**config.mk**
```make
export PLATFORM = sky130hd
export DESIGN_NAME = command_line_tokenizer
export DESIGN_NICKNAME = d
export VERILOG_FILES = /design/src/rtl/clt_pkg.sv /design/src/rtl/clt_cfg.sv /design/src/rtl/clt_scan.sv /design/src/rtl/clt_emit.sv /design/src/rtl/command_line_tokenizer.sv
export SDC_FILE = /design/constraint.sdc
export NUM_CORES = 1
export LEC_CHECK = 0
export ABC_AREA = 1
export BUFFER_PORTS_ARGS = -buffer_cell sky130_fd_sc_hd__buf_2
export CORE_MARGIN = 8
export CORE_UTILIZATION = 32
export CTS_CLUSTER_SIZE = 24
export DETAILED_ROUTE_END_ITERATION = 8
export PLACE_DENSITY_LB_ADDON = 0.25
export SLEW_MARGIN = 20
export SYNTH_ARGS = -nofsm -noshare
export SYNTH_HDL_FRONTEND = slang
export SYNTH_SLANG_ARGS = --single-unit
```
**constraint.sdc**
```tcl
create_clock -name clk -period 3.9 [get_ports clk]
set_input_delay 0.195 -clock clk [delete_from_list [all_inputs] [get_ports clk]]
set_output_delay 0.195 -clock clk [all_outputs]
set_load 0.01 [all_outputs]
```
**src/rtl/clt_pkg.sv**
```systemverilog
// shared types, character codes and result kinds for the command-line tokenizer
// no dependencies

package clt_pkg;

    localparam int unsigned ARG_COUNT_MAX = 255;
    localparam logic [7:0] ARG_COUNT_CAP =
        (ARG_COUNT_MAX > 255) ? 8'd255 : 8'(ARG_COUNT_MAX);

    localparam int unsigned APB_ADDR_W = 3;
    localparam int unsigned APB_DATA_W = 32;
    localparam logic REG_ARG_LIMIT = 1'b0;

    localparam logic [7:0] CH_NUL    = 8'h00;
    localparam logic [7:0] CH_TAB    = 8'h09;
    localparam logic [7:0] CH_NL     = 8'h0A;
    localparam logic [7:0] CH_SPACE  = 8'h20;
    localparam logic [7:0] CH_DQUOTE = 8'h22;
    localparam logic [7:0] CH_SQUOTE = 8'h27;
    localparam logic [7:0] CH_BSLASH = 8'h5C;

    localparam logic [1:0] KIND_BYTE     = 2'd0;
    localparam logic [1:0] KIND_ARG_END  = 2'd1;
    localparam logic [1:0] KIND_LINE_END = 2'd2;

    typedef struct packed {
        logic [1:0] kind;
        logic [7:0] data_byte;
        logic [7:0] arg_index;
    } result_t;

    // up to three results caused by one item
    typedef struct packed {
        logic          load;
        logic [1:0]    count;
        result_t [2:0] res;
    } group_t;

    function automatic result_t make_result(logic [1:0] kind, logic [7:0] data,
                                            logic [7:0] idx);
        result_t r;
        r.kind      = kind;
        r.data_byte = data;
        r.arg_index = idx;
        return r;
    endfunction

    function automatic logic is_space(logic [7:0] b);
        return (b == CH_SPACE) || (b == CH_TAB) || (b == CH_NL);
    endfunction

endpackage

```
**src/rtl/clt_cfg.sv**
```systemverilog
// apb register file holding the argument limit
// depends on clt_pkg

module clt_cfg (
    input  logic                             clk,
    input  logic                             rst_n,
    input  logic                             psel,
    input  logic                             penable,
    input  logic                             pwrite,
    input  logic [clt_pkg::APB_ADDR_W-1:0]   paddr,
    input  logic [clt_pkg::APB_DATA_W-1:0]   pwdata,
    output logic [clt_pkg::APB_DATA_W-1:0]   prdata,
    output logic                             pready,
    output logic [7:0]                       arg_limit
);
    import clt_pkg::*;

    logic       wr_en;
    logic [7:0] arg_limit_reg;

    assign pready = 1'b1;
    assign wr_en  = psel && penable && pwrite && (paddr[2] == REG_ARG_LIMIT);

    always_ff @(posedge clk or negedge rst_n)
    begin
        if (!rst_n)
        begin
            arg_limit_reg <= 8'd0;
        end
        else if (wr_en)
        begin
            arg_limit_reg <= pwdata[7:0];
        end
    end

    always_comb
    begin
        prdata = '0;
        if (paddr[2] == REG_ARG_LIMIT)
        begin
            prdata[7:0] = arg_limit_reg;
        end
    end

    assign arg_limit = arg_limit_reg;

endmodule

```
**src/rtl/clt_scan.sv**
```systemverilog
// input register, scanner state and per-item decode into a result group
// depends on clt_pkg

module clt_scan (
    input  logic            clk,
    input  logic            rst_n,
    input  logic            in_valid,
    output logic            in_ready,
    input  logic [7:0]      in_byte,
    input  logic [7:0]      arg_limit,
    input  logic            grp_free,
    output clt_pkg::group_t grp
);
    import clt_pkg::*;

    typedef enum logic [2:0] {
        MODE_BETWEEN  = 3'b001,
        MODE_UNQUOTED = 3'b010,
        MODE_QUOTED   = 3'b100
    } scan_mode_t;

    logic       in_valid_reg;
    logic [7:0] in_byte_reg;
    scan_mode_t mode_reg, mode_next;
    logic       qd_reg, qd_next;
    logic       esc_reg, esc_next;
    logic [7:0] cnt_reg, cnt_next;

    logic          consume;
    logic [7:0]    eff_limit;
    logic [7:0]    b;
    result_t [2:0] res_next;
    logic [1:0]    n_next;
    logic          run;
    logic          closes;

    assign b         = in_byte_reg;
    assign consume   = in_valid_reg && grp_free;
    assign in_ready  = !in_valid_reg || consume;
    assign eff_limit = (arg_limit != 8'd0 && arg_limit < ARG_COUNT_CAP) ?
                       arg_limit : ARG_COUNT_CAP;

    always_comb
    begin
        res_next  = '0;
        n_next    = 2'd0;
        mode_next = mode_reg;
        qd_next   = qd_reg;
        esc_next  = esc_reg;
        cnt_next  = cnt_reg;
        run       = 1'b1;
        closes    = 1'b0;

        // a held backslash resolves against this byte
        if (esc_reg)
        begin
            esc_next = 1'b0;
            if (b == CH_DQUOTE || b == CH_SQUOTE || b == CH_BSLASH)
            begin
                run = 1'b0;
                if (cnt_next < eff_limit)
                begin
                    res_next[n_next] = make_result(KIND_BYTE, b, cnt_next);
                    n_next = n_next + 2'd1;
                end
            end
            else if (cnt_next < eff_limit)
            begin
                res_next[n_next] = make_result(KIND_BYTE, CH_BSLASH, cnt_next);
                n_next = n_next + 2'd1;
            end
        end

        if (run)
        begin
            unique case (mode_next) inside
                MODE_UNQUOTED, MODE_QUOTED:
                begin
                    if (b == CH_NUL)
                    begin
                        if (cnt_next < eff_limit)
                        begin
                            res_next[n_next] = make_result(KIND_ARG_END, CH_NUL, cnt_next);
                            n_next   = n_next + 2'd1;
                            cnt_next = cnt_next + 8'd1;
                        end
                        res_next[n_next] = make_result(KIND_LINE_END, CH_NUL, cnt_next);
                        n_next    = n_next + 2'd1;
                        mode_next = MODE_BETWEEN;
                        qd_next   = 1'b0;
                        esc_next  = 1'b0;
                        cnt_next  = 8'd0;
                    end
                    else
                    begin
                        if (mode_next == MODE_UNQUOTED)
                        begin
                            closes = is_space(b);
                        end
                        else
                        begin
                            closes = (b == CH_NL) || (b == (qd_next ? CH_DQUOTE : CH_SQUOTE));
                        end
                        if (closes)
                        begin
                            if (cnt_next < eff_limit)
                            begin
                                res_next[n_next] = make_result(KIND_ARG_END, CH_NUL, cnt_next);
                                n_next   = n_next + 2'd1;
                                cnt_next = cnt_next + 8'd1;
                            end
                            mode_next = MODE_BETWEEN;
                        end
                        else if (b == CH_BSLASH)
                        begin
                            esc_next = 1'b1;
                        end
                        else if (cnt_next < eff_limit)
                        begin
                            res_next[n_next] = make_result(KIND_BYTE, b, cnt_next);
                            n_next = n_next + 2'd1;
                        end
                    end
                end
                default:
                begin
                    if (b == CH_NUL)
                    begin
                        res_next[n_next] = make_result(KIND_LINE_END, CH_NUL, cnt_next);
                        n_next    = n_next + 2'd1;
                        mode_next = MODE_BETWEEN;
                        qd_next   = 1'b0;
                        esc_next  = 1'b0;
                        cnt_next  = 8'd0;
                    end
                    else if (is_space(b))
                    begin
                        mode_next = MODE_BETWEEN;
                    end
                    else if (b == CH_DQUOTE || b == CH_SQUOTE)
                    begin
                        mode_next = MODE_QUOTED;
                        qd_next   = (b == CH_DQUOTE);
                    end
                    else if (b == CH_BSLASH)
                    begin
                        mode_next = MODE_UNQUOTED;
                        esc_next  = 1'b1;
                    end
                    else
                    begin
                        mode_next = MODE_UNQUOTED;
                        if (cnt_next < eff_limit)
                        begin
                            res_next[n_next] = make_result(KIND_BYTE, b, cnt_next);
                            n_next = n_next + 2'd1;
                        end
                    end
                end
            endcase
        end
    end

    assign grp.load  = consume && (n_next != 2'd0);
    assign grp.count = n_next;
    assign grp.res   = res_next;

    always_ff @(posedge clk or negedge rst_n)
    begin
        if (!rst_n)
        begin
            in_valid_reg <= 1'b0;
            mode_reg     <= MODE_BETWEEN;
            qd_reg       <= 1'b0;
            esc_reg      <= 1'b0;
            cnt_reg      <= 8'd0;
        end
        else
        begin
            if (in_ready)
            begin
                in_valid_reg <= in_valid;
            end
            if (consume)
            begin
                mode_reg <= mode_next;
                qd_reg   <= qd_next;
                esc_reg  <= esc_next;
                cnt_reg  <= cnt_next;
            end
        end
    end

    always_ff @(posedge clk)
    begin
        if (in_ready && in_valid)
        begin
            in_byte_reg <= in_byte;
        end
    end

    // end of line always returns the scanner to its reset state
    a_line_end_clears: assert property (@(posedge clk) disable iff (!rst_n)
        consume && in_byte_reg == CH_NUL |=>
        mode_reg == MODE_BETWEEN && cnt_reg == 8'd0 && !esc_reg)
        else $error("scanner state not cleared after end of line");

    a_line_end_result: assert property (@(posedge clk) disable iff (!rst_n)
        consume && in_byte_reg == CH_NUL |-> grp.load && grp.count != 2'd0)
        else $error("end of line produced no result");

    a_esc_in_arg: assert property (@(posedge clk) disable iff (!rst_n)
        esc_reg |-> mode_reg != MODE_BETWEEN)
        else $error("backslash held outside an argument");

endmodule

```
**src/rtl/clt_emit.sv**
```systemverilog
// result group buffer that hands out one result per cycle while out_ready is high
// depends on clt_pkg

module clt_emit (
    input  logic            clk,
    input  logic            rst_n,
    input  clt_pkg::group_t grp,
    output logic            grp_free,
    output logic            out_valid,
    input  logic            out_ready,
    output logic [1:0]      kind,
    output logic [7:0]      data_byte,
    output logic [7:0]      arg_index,
    output logic            last
);
    import clt_pkg::*;

    result_t [2:0] slots_reg;
    logic [1:0]    cnt_reg;
    logic [1:0]    pos_reg;
    logic          take;
    logic          last_slot;
    result_t       cur;

    assign out_valid = (cnt_reg != 2'd0);
    assign take      = out_valid && out_ready;
    assign last_slot = (pos_reg == cnt_reg - 2'd1);
    assign grp_free  = (cnt_reg == 2'd0) || (take && last_slot);

    always_comb
    begin
        case (pos_reg)
            2'd1:    cur = slots_reg[1];
            2'd2:    cur = slots_reg[2];
            default: cur = slots_reg[0];
        endcase
    end

    assign kind      = cur.kind;
    assign data_byte = cur.data_byte;
    assign arg_index = cur.arg_index;
    assign last      = last_slot;

    always_ff @(posedge clk or negedge rst_n)
    begin
        if (!rst_n)
        begin
            cnt_reg <= 2'd0;
            pos_reg <= 2'd0;
        end
        else if (grp.load)
        begin
            cnt_reg <= grp.count;
            pos_reg <= 2'd0;
        end
        else if (take)
        begin
            if (last_slot)
            begin
                cnt_reg <= 2'd0;
                pos_reg <= 2'd0;
            end
            else
            begin
                pos_reg <= pos_reg + 2'd1;
            end
        end
    end

    always_ff @(posedge clk)
    begin
        if (grp.load)
        begin
            slots_reg <= grp.res;
        end
    end

    a_pos_in_group: assert property (@(posedge clk) disable iff (!rst_n)
        cnt_reg != 2'd0 |-> pos_reg < cnt_reg)
        else $error("result position beyond group");

endmodule

```
**src/rtl/command_line_tokenizer.sv**
```systemverilog
// top level of the command-line tokenizer
// depends on clt_pkg, clt_cfg, clt_scan, clt_emit

// Splits a command line, fed one byte per item with byte 0 ending the line, into
// argument bytes, end-of-argument marks and a final end-of-line count. Quoting with
// single or double quotes and backslash escapes of quotes and backslash are honored;
// arguments at or beyond arg_limit (register 0, byte address 0; zero means 255) are
// dropped. An input byte enters an input register and is decoded from there into a
// group of zero to three results held in a result buffer, which drains one result
// per cycle while out_ready is high; the first result of an item shows once the item
// has passed the input register and the result buffer. The block takes one byte per
// cycle while each byte yields at most one result and out_ready is high; a byte that
// yields more (three at most) holds the input while the buffer drains, which sets the rate.

module command_line_tokenizer (
    input  logic                             clk,
    input  logic                             rst_n,
    input  logic                             psel,
    input  logic                             penable,
    input  logic                             pwrite,
    input  logic [clt_pkg::APB_ADDR_W-1:0]   paddr,
    input  logic [clt_pkg::APB_DATA_W-1:0]   pwdata,
    output logic [clt_pkg::APB_DATA_W-1:0]   prdata,
    output logic                             pready,
    input  logic                             in_valid,
    output logic                             in_ready,
    input  logic [7:0]                       in_byte,
    output logic                             out_valid,
    input  logic                             out_ready,
    output logic [1:0]                       kind,
    output logic [7:0]                       data_byte,
    output logic [7:0]                       arg_index,
    output logic                             last
);
    import clt_pkg::*;

    logic [7:0] arg_limit;
    logic       grp_free;
    group_t     grp;

    clt_cfg u_cfg (
        .clk       (clk),
        .rst_n     (rst_n),
        .psel      (psel),
        .penable   (penable),
        .pwrite    (pwrite),
        .paddr     (paddr),
        .pwdata    (pwdata),
        .prdata    (prdata),
        .pready    (pready),
        .arg_limit (arg_limit)
    );

    clt_scan u_scan (
        .clk       (clk),
        .rst_n     (rst_n),
        .in_valid  (in_valid),
        .in_ready  (in_ready),
        .in_byte   (in_byte),
        .arg_limit (arg_limit),
        .grp_free  (grp_free),
        .grp       (grp)
    );

    clt_emit u_emit (
        .clk       (clk),
        .rst_n     (rst_n),
        .grp       (grp),
        .grp_free  (grp_free),
        .out_valid (out_valid),
        .out_ready (out_ready),
        .kind      (kind),
        .data_byte (data_byte),
        .arg_index (arg_index),
        .last      (last)
    );

endmodule
```
# Word-level counts from Yosys, hierarchy flattened
# Cells that the tools add are included.
# Widths: inputs -> output; s select.
# op_classes
eq_ne,15
mux,82
order_cmp,6
add_sub_neg,5
n_bitwise,1
reduce_logical,34
# op_table
operator,count
$mux 54,12
$bwmux 54,4
$mux 18,5
$mux 8,10
$demux 18 s2,2
$mux 2,19
$pmux 18 s2,1
$eq 8x6->1 const B,3
$mux 3,7
$mux 1,20
$eq 8x4->1 const B,2
$mux 16,1
$mux 15,1
$reduce_bool 2->1,7
$logic_and 1x1->1,11
$add 8x1->8 const B,1
$eq 8x7->1 const B,1
$eq 8x8->1,1
$logic_not 8->1,1
$lt 8x8->1,1
$lt 8x8->1 const B,1
$reduce_bool 8->1,1
$logic_or 1x1->1,7
$add 2x1->2 const B,3
other kinds (18),21
# word_totals
reg_bits,88
elab_cells,161
output_inout_bits,54
in_bits,50

# Logic depth before layout (Yosys ltp)
# Gate-level depths: netlist of run 1.
# depth
word_depth,19
mapped_depth,21
depth_no_buf,21

# Hierarchy
# From an unflattened synthesis of run 1, not the netlist that was laid out.
# hier_totals
cells_unflattened,658
area_unflattened_um2,5381.4
# by_module_without_submodules
module,seq_area_each_um2,area_each_um2,cells_each,instances
clt_scan,591.8,2493.6,403,1
clt_emit,1721.7,2278.4,174,1
clt_cfg,200.2,609.3,81,1

# Worst setup path before layout of run 1
# OpenSTA, ideal clock, no wires.
# synth_timing
kind,register to register
startpoint,register u_cfg.arg_limit_reg[3] (netlist: u_cfg.arg_limit[3])
endpoint,"register u_emit.slots_reg[0] (netlist name), enable pin"
path_stages_with_launch,16
arrival_ns,2.758
required_time_ns,3.517
setup_ns,0.383
setup_slack_ns,0.759
n_path_buf,1
period_less_slack_ns,3.141
path_cell_list,dfrtp_1 -> inv_2 -> nand2_1 -> nor2_1 -> nand2_1 -> nand2_1 -> nor2_1 -> ha_1 -> a21oi_1 -> nor2_1 -> a211oi_2 -> nand2_4 -> buf_6 -> a21oi_2 -> nand3_4 -> nand2_2
# synth_lines
item,line,text
from (decl),clt_cfg.sv:19,logic [7:0] arg_limit_reg;
from (signal assigned),clt_cfg.sv:32,arg_limit_reg <= pwdata[7:0];
to (signal assigned),clt_emit.sv:74,slots_reg <= grp.res;
to (decl),clt_emit.sv:18,result_t [2:0] slots_reg;

==> impl_metrics.py, run 1 <==
metrics = {
    "outcome": {
        "status": "complete, no violations",
    },
    "floorplanning": {
        "die_h_um": 138,
        "die_width_um": 138,
        "pin_count": 104,
        "coreArea_sq_mm": 0.0145,
        "rows": 44,
        "die_area_sq_mm": 0.0190,
        "start_util_pct": 32.6,
    },
    "sta": {
        "finalMaxSlewViolations": 0,
        "skew_ns": 0.00574,
        "worst_pin_slew_ns": 0.757,
        "slew_headroom_pct": 49.5,
        "rsz0062_at_grt": "false",
        "min_period_ns": 3.41,
        "fin_crit_sh_pct": 87.5,
        "fmax_mhz": 293,
        "tns_ns": 0,
        "hold_viol": 0,
        "setup_viol": 0,
        "worst_slack_ns": 0.487,
    },
    "clock_tree": {
        "insertion_delay_ns": 0.34,
        "cts_buffers": 9,
        "cts_root_buf": "clkbuf_16",
        "cts_sinks": 79,
        "cts-htree-levels": 3,
        "hold_buffers": 1,
        "cts_tree": "built",
        "path_clk_slew_ns": 0.06,
        "postCtsSetupRepairBufs": 0,
        "cts_resized": 0,
        "clock_path_buffers": 2,
    },
    "setup_path": {
        "cpMaxStageDelayCell": "a211oi_2",
        "path_cells": "inv_1 > nand2_1 > nor2_1 > nand2_1 > nand2_1 > nor2_1 > ha_1 > a21oi_1 > nor2_1 > a211oi_2 > nand2_4 > nor2_4 > nand2_1 > nand2_4 > nand2_2 > nand2_2 > buf_4",
        "worstPathRequired_ns": 3.91,
        "cp_common_cell": "nand2_1",
        "crit_fanout": 26,
        "critPathMaxStageDelay_ns": 0.40,
        "arrival_ns": 3.42,
        "cp-start-kind": "flip-flop",
        "setup.worst_path.class": "reg -> reg",
        "end_kind": "flip-flop",
    },
    "global_routing": {
        "grt_util_met3_pct": 3.14,
        "use_met2_pct": 19.1,
        "use_met1_pct": 16.6,
        "antenna_found_initial": 0,
        "busiest_layer": "met2",
        "grt_pass1_vias": 3717,
        "grt_max_degree": 27,
        "track_usage_pct": 12.5,
        "grt_overflow": 0,
        "grt_pass1_wl_mm": 18.6,
    },
    "final_layout": {
        "fillers": 1489,
        "multi_input_area_sq_mm": 0.00206,
        "drive_gt1_share_pct": 19.3,
        "seq_area_sq_mm": 0.00224,
        "diodes": 0,
        "largest_reg_flops": 45,
        "syn_to_final_growth_pct": 13.8,
        "utilization_pct": 37.2,
        "fin_nets": 664,
        "fin_cells": 791,
    },
    "routing": {
        "vias": 3801,
        "dr.pass1.iters": 5,
        "drt-vias-per-instance": 4.81,
        "wirelength_mm": 11.6,
        "ant_nets": 0,
        "drc": 0,
        "wl_per_cell_um": 14.6,
        "drtIter0Drc": 249,
    },
    "synthesis": {
        "yosysWarnings": 0,
        "ys_seq_area_share_pct": 47.3,
        "synth_xor_area_share_pct": 1.48,
        "synth_area_leaders": "edfxtp_1 34%, dfrtp_1 13%, nand2_1 8.2%",
        "synth_edf_count": 53,
        "synth_fa_ha_area_share_pct": 3.16,
        "synth_top_cell_by_area": "edfxtp_1",
        "synth.distinct_cells": 50,
        "synth_compound_area_share_pct": 10.4,
        "synth.avg_cell_area_sq_um": 8.64,
        "synthesis.instances": 549,
        "synthMuxAreaShare_pct": 0,
        "yosys.area_share.simple_pct": 26.3,
        "synthesis.area_sq_mm": 0.00474,
        "synth_top_area_share_pct": 33.5,
        "synth_top_family_by_area": "simple AND/OR/NAND/NOR gates",
        "synthArstFlopShare_pct": 32.9,
        "synth_ff_type": "edfxtp_1",
        "synth-seq-cells": 79,
    },
    "placed_design": {
        "dp_cells": 774,
        "dp_slack_ns": 0.526,
        "globalplace.congestion": 0.838,
        "dpl.hpwl_mm": 8.62,
        "portBuffers": 52,
    },
    "power_and_ir_drop": {
        "total_power_uw": 4470,
        "p_leak_uw": 0.00242,
        "ir_drop_v": 0.000262,
        "powerDensity_mw_per_mm2": 828,
    },
    "min_path": {
        "holdCritPathClass": "in -> reg",
    },
    "flow_run": {
        "drv_cap": 0,
    },
}
-- critical path: cells and delay by family, from the launching register on --
family | cells | cell delay, ns
compound gates | 2 | 0.54
fa+ha+maj | 1 | 0.31
flops | 1 | 0.39
simple gates | 12 | 1.39
buf+inv | 2 | 0.42
-- placed cells by master, fill, tap and decap left out, types with 4 or more instances in the layout --
cell type / instances
conb_1: 25
buf_4: 5
nor3_1: 14
nand4_1: 10
nand2_4: 6
ha_1: 12
nor2_1: 64
edfxtp_1: 53
buf_2: 52
a21oi_1: 19
dfrtp_1: 25
nand2_2: 7
inv_2: 15
clkinv_1: 4
nand3_1: 49
o31ai_1: 5
clkbuf_16: 9
a32o_1: 7
o22ai_1: 8
inv_1: 49
xor2_1: 8
nand2_1: 104
o21ai_0: 17
-- final cells by class --
class                           instances  area share [%]
Sequential cell                        79            41.5
Multi-Input combinational cell        385            38.1
Timing Repair Buffer                   58            5.70
Inverter                               69            5.05
Tap cell                              184            4.26
Clock buffer                           10            4.24
Clock inverter                          6            1.14
-- layer usage --
layer	wire (um)	up-vias
met1	5450	1718
met5	0	-
li1	-	1914
met3	850	14
met4	149	0
met2	5130	155
-- final timing paths --
check	end	cells after the start	from	slack, ns
max in group asynchronous	u_emit.pos_reg[1]$_DFFE_PN0P_	2	rst_n	3.05
min	u_scan.b[5]$_DFFE_PP_	1	in_byte[5]	0.03
max	u_emit.slots_reg[20]$_SDFFCE_PP0P_	17	u_cfg.arg_limit[4]$_DFFE_PN0P_	0.49
max reg2reg	u_emit.slots_reg[20]$_SDFFCE_PP0P_	17	u_cfg.arg_limit[4]$_DFFE_PN0P_	0.49
min in group asynchronous	u_emit.cnt_reg[0]$_DFFE_PN0P_	2	rst_n	0.43
min reg2reg	u_scan.mode_reg[0]$_DFFE_PN1P_	2	u_scan.mode_reg[0]$_DFFE_PN1P_	0.52
-- cell usage after synthesis (5+ instances only) --
cell	instances
ha_1	12
inv_2	15
nor2_1	64
o22ai_1	8
a21oi_1	19
nand2_4	6
o21ai_0	17
a32o_1	7
inv_1	49
nand4_1	10
edfxtp_1	53
xor2_1	8
nand3_1	49
nor3_1	14
clkbuf_1	6
o31ai_1	5
nand2_2	7
dfrtp_1	25
nand2_1	104
buf_4	25
-- through the flow --
stage / hold slack (ns) / cell area, sq um
2_1_floorplan: -0.101 / 4830
3_3_place_gp: 0.253 / 5100
3_5_place_dp: 0.272 / 5100
4_1_cts: 0.0144 / 5400
5_1_grt: 0.0182 / 5400
6_report: 0.0291 / 5400
-- kinds of logic (layout without fill, tap and decap cells) --
group | Yosys count | count (layout)
AOI/OAI and AO/OA | 73 | 73
other | 2 | 25
adders and majority gates | 12 | 12
DFF | 79 | 79
buffers and inverters | 108 | 143
and+or+nand+nor | 267 | 267
xor gates and xnor gates | 8 | 8
-- power by group --
group          total (uW)  internal (uW)  switching (uW)
registers            1570           1390             184
clock network         832            493             340
logic                2070            661            1410
No activity file was read; power rests on OpenSTA's default activity.
==> run 2: changes to the inputs <==
Settings changed: ABC_AREA 1 to 0.
==> run 2 against run 1 <==
Against the previous run:
- cell area grew 5.1%
- clock-buffer cell count is the same
- fmax shrank 8.5%
- sequential cell count is the same
- via count shrank 2.5%
- power grew 0.23%
- sequential power grew 3%
- wire length shrank 0.47%
- critical path depth shrank 3
- die area grew 1.9%
- largest cell class is now multi-input combinational cells
- highest routed layer unchanged
==> impl_metrics.py, run 2 <==
metrics = {
    "setup_path": {
        "arrival_ns": 3.78,
        "cpLargestDelayFamily": "simple AND/OR/NAND/NOR gates",
        "endpoint": "u_emit.slots_reg[20]$_SDFFCE_PP0P_",
        "cp.depth": 14,
        "cp-start-kind": "flip-flop",
        "cp-startpoint": "u_cfg.arg_limit[4]$_DFFE_PN0P_",
        "worstPathRequired_ns": 3.95,
        "reg2reg_from": "u_cfg.arg_limit[4]$_DFFE_PN0P_",
        "path_cells": "or4_4 > or4_4 > o22ai_4 > nor2_1 > ha_1 > a211o_1 > o211ai_1 > o211ai_1 > buf_4 > inv_4 > a32o_1 > nand3_2 > nand2b_4 > clkbuf_16",
        "end_kind": "flip-flop",
        "critical_path_buf_inv_count": 3,
        "r2r_cells": 14,
        "cpMaxStageDelayCell": "or4_4",
        "setup.worst_path.class": "reg -> reg",
        "crit_fanout": 13,
        "critPathMaxStageDelay_ns": 0.54,
        "ff2ff_setup_slack_ns": 0.17,
        "r2r-end": "u_emit.slots_reg[20]$_SDFFCE_PP0P_",
    },
    "synthesis": {
        "synth.most_common_cell": "edfxtp_1",
        "synthesis.instances": 477,
        "synth_edf_count": 53,
        "ys_seq_area_share_pct": 46.3,
        "synthArstFlopShare_pct": 32.9,
        "synth_ff_type": "edfxtp_1",
        "synth-seq-cells": 79,
        "yosysWarnings": 0,
        "synthesis.area_sq_mm": 0.00484,
        "synth.avg_cell_area_sq_um": 10.2,
        "synth_top_cell_by_area": "edfxtp_1",
        "synth.distinct_cells": 73,
        "synth_common_cells": "53 x edfxtp_1, 39 x nand2_1, 30 x buf_4",
        "synth_top_area_share_pct": 32.9,
        "synth_area_leaders": "edfxtp_1 33%, dfrtp_1 13%, buf_4 4.6%",
    },
    "placed_design": {
        "globalplace.congestion": 0.805,
        "portBuffers": 52,
        "place_area_sq_mm": 0.00528,
        "dpl.hpwl_mm": 8.46,
    },
    "clock_tree": {
        "cts-htree-levels": 3,
        "insertion_delay_ns": 0.33,
        "cts_root_buf": "clkbuf_16",
        "path_clk_slew_ns": 0.06,
        "cts_sinks": 79,
        "cts_buffers": 9,
        "clock_path_buffers": 2,
        "cts_tree": "built",
    },
    "routing": {
        "dr_wl_met3_um": 384,
        "drtIter0Drc": 254,
        "wl_met2_mm": 5.58,
        "wl_met1_mm": 5.43,
        "drc": 0,
        "wirelength_mm": 11.5,
        "wl_per_cell_um": 15.9,
        "drt-vias-per-instance": 5.11,
        "maxUsedRoutingLayer": "met4",
        "dr.pass1.iters": 5,
        "ant_nets": 0,
        "vias": 3706,
    },
    "global_routing": {
        "grt_overflow": 0,
        "grt_max_degree": 30,
        "track_usage_pct": 12.0,
        "grt_pass1_wl_mm": 19.1,
        "grt_pass1_vias": 3714,
        "antenna_found_initial": 0,
    },
    "power_and_ir_drop": {
        "powerDensity_mw_per_mm2": 790,
        "total_power_uw": 4480,
        "p_leak_uw": 0.00223,
        "ir_drop_v": 0.000208,
    },
    "floorplanning": {
        "die_area_sq_mm": 0.0193,
        "start_util_pct": 32.3,
        "pin_count": 104,
        "die_h_um": 139,
        "coreArea_sq_mm": 0.0150,
        "rows": 45,
        "die_width_um": 139,
    },
    "min_path": {
        "worstHoldStart": "in_byte[4]",
        "holdCritPathClass": "in -> reg",
    },
    "final_layout": {
        "final_common_cell": "edfxtp_1",
        "final_area_sq_mm": 0.00567,
        "syn_to_final_growth_pct": 17.1,
        "fin_nets": 594,
        "largest_reg_flops": 45,
        "fillers": 1522,
        "layout_common_cells": "53 x edfxtp_1, 52 x buf_2, 39 x nand2_1, 28 x a21oi_1, 27 x nor2_1",
        "drive_gt1_share_pct": 23.5,
        "diodes": 0,
    },
    "sta": {
        "fin_crit_sh_pct": 95.7,
        "skew_ns": 0.00429,
        "tns_ns": 0,
        "min_period_ns": 3.73,
        "slew_headroom_pct": 43.7,
        "finalMaxSlewViolations": 0,
        "setup_viol": 0,
        "worst_pin_slew_ns": 0.843,
        "hold_viol": 0,
        "fmax_mhz": 268,
    },
    "outcome": {
        "status": "complete, no violations",
    },
    "flow_run": {
        "drv_cap": 0,
    },
}
run 2: cell types whose count changed after synthesis, moves of 8 or more:
| cell | previous run | this run |
|---|---|---|
| inv_2 | 15 | 0 |
| a22oi_1 | 1 | 10 |
| a31oi_1 | 0 | 11 |
| nand3_1 | 49 | 12 |
| and2_1 | 1 | 19 |
| nand2_1 | 104 | 39 |
| inv_1 | 49 | 13 |
| nor2_1 | 64 | 27 |
| mux2_2 | 0 | 8 |
| nor2b_1 | 0 | 10 |
| a21oi_1 | 19 | 29 |
| a22o_1 | 0 | 11 |
run 2: cell type report:
type	count	area [sq um]	share of cell area [%]
tap	188	235	4.15
clock inverter	6	86.3	1.52
inverter	14	55.1	0.970
sequential	79	2240	39.5
timing repair buffer	73	463	8.16
multi-input combinational	355	2360	41.6
clock buffer	10	229	4.04
run 2: worst reg2reg max path, delay by kind of cell (launching register included):
family / cells / cell delay, ns
compound gates: 5 / 0.98
flops: 1 / 0.38
fa+ha+maj: 1 / 0.31
simple gates: 5 / 1.37
buf+inv: 3 / 0.43
run 2: worst min-delay path by stage:
stage	slack (ns)	to	depth (start not counted)
final	0.03	u_scan.b[4]$_DFFE_PP_	1
after global routing	0.03	u_scan.b[4]$_DFFE_PP_	1
after CTS	0.03	u_scan.b[4]$_DFFE_PP_	1
after detailed placement	0.25	u_cfg.arg_limit[7]$_DFFE_PN0P_	1
after global placement	0.25	u_cfg.arg_limit[7]$_DFFE_PN0P_	1
after floorplan	-0.10	u_cfg.arg_limit[0]$_DFFE_PN0P_	0
run 2: timing repair:
| action | 4_1_cts | 5_1_grt |
|---|---|---|
| setup endpoints to repair | 0 | 81 |
| hold buffers | 1 | 0 |
| buffers inserted | 0 | 2 |
| resized for setup | 0 | 9 |
| endpoints found under the hold margin | 25 | 0 |
run 2: cell families (layout without fill, tap and decap cells):
group / Yosys count / in the layout / share of synthesized area, %
DFF: 79 / 79 / 46.3
AOI/OAI and AO/OA: 124 / 124 / 18.0
adders and majority gates: 12 / 12 / 3.10
xor gates and xnor gates: 11 / 11 / 1.99
muxes: 8 / 8 / 1.86
other: 2 / 25 / 0.155
buffers and inverters: 66 / 103 / 8.03
and+or+nand+nor: 175 / 175 / 20.6
run 2: per-stage QoR:
step / worst slack [ns] / utilization [%] / instances / hold WS [ns]
floorplan: 0.0659 / - / 500 / -0.101
global placement: 0.103 / 35.3 / 705 / 0.255
detailed placement: 0.0302 / 35.3 / 705 / 0.254
CTS: 0.00617 / 37.4 / 722 / 0.0257
global route: -0.0150 / 37.9 / 725 / 0.0263
finish: 0.168 / 37.9 / 725 / 0.0345
run 2: metal layers:
metal  GRT usage, %  vias to the layer above
met2           19.4                       75
met5              0                        -
li1               -                     1838
met4           4.45                        0
met1           15.5                     1787
met3           2.20                        6
run 2: power breakdown:
part           total [uW]  internal [uW]  switching (uW)  leakage (uW)
clock                 890            559             330      0.000154
sequential           1620           1380             237      0.000841
combinational        1970            826            1150       0.00123
total                4480           2770            1720       0.00223
==> run 3: changes to the inputs <==
Settings changed: SYNTH_HIERARCHICAL set to 1.
==> run 3 against run 2 <==
Against the previous run:
- power fell by 2.5%
- wire length rose by 6.4%
- sequential cell count rose by 9
- non-clock buffer count fell by 8
- global-route usage barely moved
- sequential share of layout area rose by 2.4 points
- critical endpoint is now u_emit/slots_reg[0]$_DFFE_PP_
- highest routed layer unchanged
==> impl_metrics.py, run 3 <==
metrics = {
    "power_and_ir_drop": {
        "switching_share_pct": 38.6,
        "sequentialPowerShare_pct": 38.1,
        "comb_power_share_pct": 41.5,
        "p_leak_uw": 0.00239,
        "powerDensity_mw_per_mm2": 728,
        "p_sw_uw": 1690,
        "ir_drop_v": 0.000253,
        "internal-power_uw": 2680,
        "clock_power_share_pct": 20.4,
    },
    "synthesis": {
        "synth-seq-cells": 88,
        "synth_top_cell_by_area": "edfxtp_1",
        "yosysWarnings": 6,
        "synth.avg_cell_area_sq_um": 10.5,
        "synth.distinct_cells": 81,
        "synthesis.area_sq_mm": 0.00530,
        "ys_seq_area_share_pct": 47.5,
        "synth_area_leaders": "edfxtp_1 35%, dfrtp_1 12%, buf_4 5.4%",
        "synthArstFlopShare_pct": 29.5,
        "synth_top_area_share_pct": 35.2,
        "synth_common_cells": "62 x edfxtp_1, 41 x nand2_1, 38 x buf_4",
        "synthesis.instances": 506,
        "synth_edf_count": 62,
        "synth_ff_type": "edfxtp_1",
        "synth.most_common_cell": "edfxtp_1",
    },
    "final_layout": {
        "largest_reg_flops": 54,
        "layout_common_cells": "62 x edfxtp_1, 52 x buf_2, 41 x nand2_1, 34 x conb_1",
        "drive_gt1_share_pct": 23.3,
        "diodes": 0,
        "final_area_sq_mm": 0.00600,
        "fin_nets": 613,
        "syn_to_final_growth_pct": 13.3,
        "fin_cells": 774,
        "final_common_cell": "edfxtp_1",
    },
    "routing": {
        "drtIter0Drc": 230,
        "vias": 3871,
        "drc": 0,
        "wl_per_cell_um": 15.8,
        "dr.pass1.iters": 5,
        "ant_nets": 0,
        "drt-vias-per-instance": 5.00,
        "wirelength_mm": 12.3,
    },
    "global_routing": {
        "track_usage_pct": 12.0,
        "grt_max_degree": 49,
        "antenna_found_initial": 0,
        "grt_pass1_vias": 3769,
        "grt_overflow": 0,
        "grt_pass1_wl_mm": 19.6,
    },
    "setup_path": {
        "cp-start-kind": "flip-flop",
        "critical_path_buf_inv_count": 1,
        "cpMaxStageDelayCell": "or4_1",
        "crit_fanout": 7,
        "cpLargestDelayFamily": "simple AND/OR/NAND/NOR gates",
        "arrival_ns": 3.80,
        "r2r_cells": 13,
        "worstPathRequired_ns": 3.99,
        "setup.worst_path.class": "reg -> reg",
        "reg2reg_from": "u_cfg/arg_limit[7]$_DFFE_PN0P_",
        "endpoint": "u_emit/slots_reg[0]$_DFFE_PP_",
        "cp.depth": 13,
        "end_kind": "flip-flop",
        "cp_common_cell": "ha_1",
        "r2r-end": "u_emit/slots_reg[0]$_DFFE_PP_",
        "cp-startpoint": "u_cfg/arg_limit[7]$_DFFE_PN0P_",
        "path_cells": "or4_1 > or4_4 > o22ai_4 > nor2_1 > ha_1 > and4_1 > o21ai_0 > a32oi_1 > inv_2 > ha_1 > nand2_1 > a211oi_1 > o32a_1",
        "ff2ff_setup_slack_ns": 0.19,
        "critPathMaxStageDelay_ns": 0.56,
    },
    "clock_tree": {
        "cts_sinks": 88,
        "path_clk_slew_ns": 0.06,
        "postCtsSetupRepairBufs": 0,
        "cts-htree-levels": 3,
        "clock_path_buffers": 2,
        "cts_root_buf": "clkbuf_16",
        "cts_tree": "built",
        "insertion_delay_ns": 0.34,
        "cts_buffers": 9,
    },
    "floorplanning": {
        "rows": 47,
        "pin_count": 104,
        "start_util_pct": 32.3,
        "die_area_sq_mm": 0.0209,
        "die_h_um": 145,
        "coreArea_sq_mm": 0.0164,
        "die_width_um": 145,
    },
    "sta": {
        "fin_crit_sh_pct": 95.2,
        "skew_ns": 0.00505,
        "worst_pin_slew_ns": 0.744,
        "rsz0062_at_grt": "false",
        "worst_slack_ns": 0.187,
        "slew_headroom_pct": 50.2,
        "hold_viol": 0,
        "min_period_ns": 3.71,
        "fmax_mhz": 269,
        "finalMaxSlewViolations": 0,
        "setup_viol": 0,
    },
    "placed_design": {
        "dp_cells": 759,
        "dpl.hpwl_mm": 9.04,
        "portBuffers": 52,
        "globalplace.congestion": 0.819,
        "place_area_sq_mm": 0.00567,
        "dp_slack_ns": 0.101,
    },
    "outcome": {
        "status": "complete, no violations",
    },
    "min_path": {
        "holdCritPathClass": "in -> reg",
    },
    "flow_run": {
        "drv_cap": 0,
    },
}
-- run 3: cell count changes after synthesis, moves of 8 or more --
cell      delta
and2b_2      +8
a22oi_1     +10
buf_4        +8
a22o_1       -8
nor2b_1      -8
o21ai_0     +10
buf_2        +8
edfxtp_1     +9
-- run 3: kinds of logic (layout without fill, tap and decap cells) --
group | Yosys count | in the layout | synth area share [%]
other | 3 | 34 | 0.213
AND/OR/NAND/NOR | 174 | 174 | 19.3
multiplexers | 9 | 9 | 1.89
flip-flops | 88 | 88 | 47.5
buffers and inverters | 80 | 97 | 9.07
adder cells (fa/ha/maj) | 12 | 12 | 2.84
XOR/XNOR | 10 | 10 | 1.80
AO/OA/AOI/OAI | 130 | 130 | 17.4
-- run 3: layout make-up --
class	count	area [sq um]
clock buffers	11	233
clock inverters	3	68.8
fillers	1671	10400
inverters	18	67.6
multi-input cells	369	2460
flip-flops and latches	88	2510
well taps	220	275
repair buffers	65	377
-- run 3: what timing repair did --
item	CTS	global route
endpoints found under the setup margin	0	4
hold endpoints to repair	25	0
gates resized for setup	0	4
hold buffers	1	0
-- run 3: power groups by stage --
stage / Sequential (uW) / Combinational [uW] / Clock [uW]
after floorplan: 1600 / 1310 / 0
after global placement: 1660 / 1800 / 0
after detailed placement: 1680 / 1820 / 0
after CTS: 1660 / 1830 / 918
after global routing: 1700 / 2040 / 950
final: 1660 / 1810 / 890
-- run 3: worst min path at each step --
stage                from                        endpoint  slack, ns  depth (start not counted)
2_1_floorplan       rst_n  u_cfg/arg_limit[0]$_DFFE_PN0P_      -0.10                          0
3_3_place_gp        rst_n   u_emit/pos_reg[0]$_DFFE_PN0P_       0.23                          1
3_5_place_dp        rst_n   u_emit/pos_reg[1]$_DFFE_PN0P_       0.24                          1
4_1_cts        in_byte[2]           u_scan/b[2]$_DFFE_PP_       0.01                          1
5_1_grt        in_byte[1]           u_scan/b[1]$_DFFE_PP_       0.02                          1
6_report       in_byte[2]           u_scan/b[2]$_DFFE_PP_       0.03                          1
-- run 3: worst reg2reg max path: cells and delay by family, from the launching register on --
kind / cells / cell delay, ns
AOI/OAI and AO/OA: 5 / 0.98
and+or+nand+nor: 5 / 1.38
buffers and inverters: 1 / 0.11
DFF: 1 / 0.37
adders and majority gates: 2 / 0.63
-- run 3: stage by stage --
stage | utilization, % | setup TNS [ns] | hold slack [ns] | total power [uW]
final | 36.6 | 0 | 0.0286 | 4370
after detailed placement | 34.5 | 0 | 0.239 | 3510
after global placement | 34.5 | 0 | 0.234 | 3460
after floorplan | - | -18.90 | -0.101 | 2910
after CTS | 36.4 | 0 | 0.0138 | 4410
after global routing | 36.6 | 0 | 0.0154 | 4700
-- run 3: metal layers --
layer	GRT usage [%]	share of wire, %	vias to the layer above
li1	-	-	1898
met1	15.7	47	1855
met2	18.7	46	101
met3	2.28	4.6	17
met4	5.70	2.0	0
met5	0	0	-
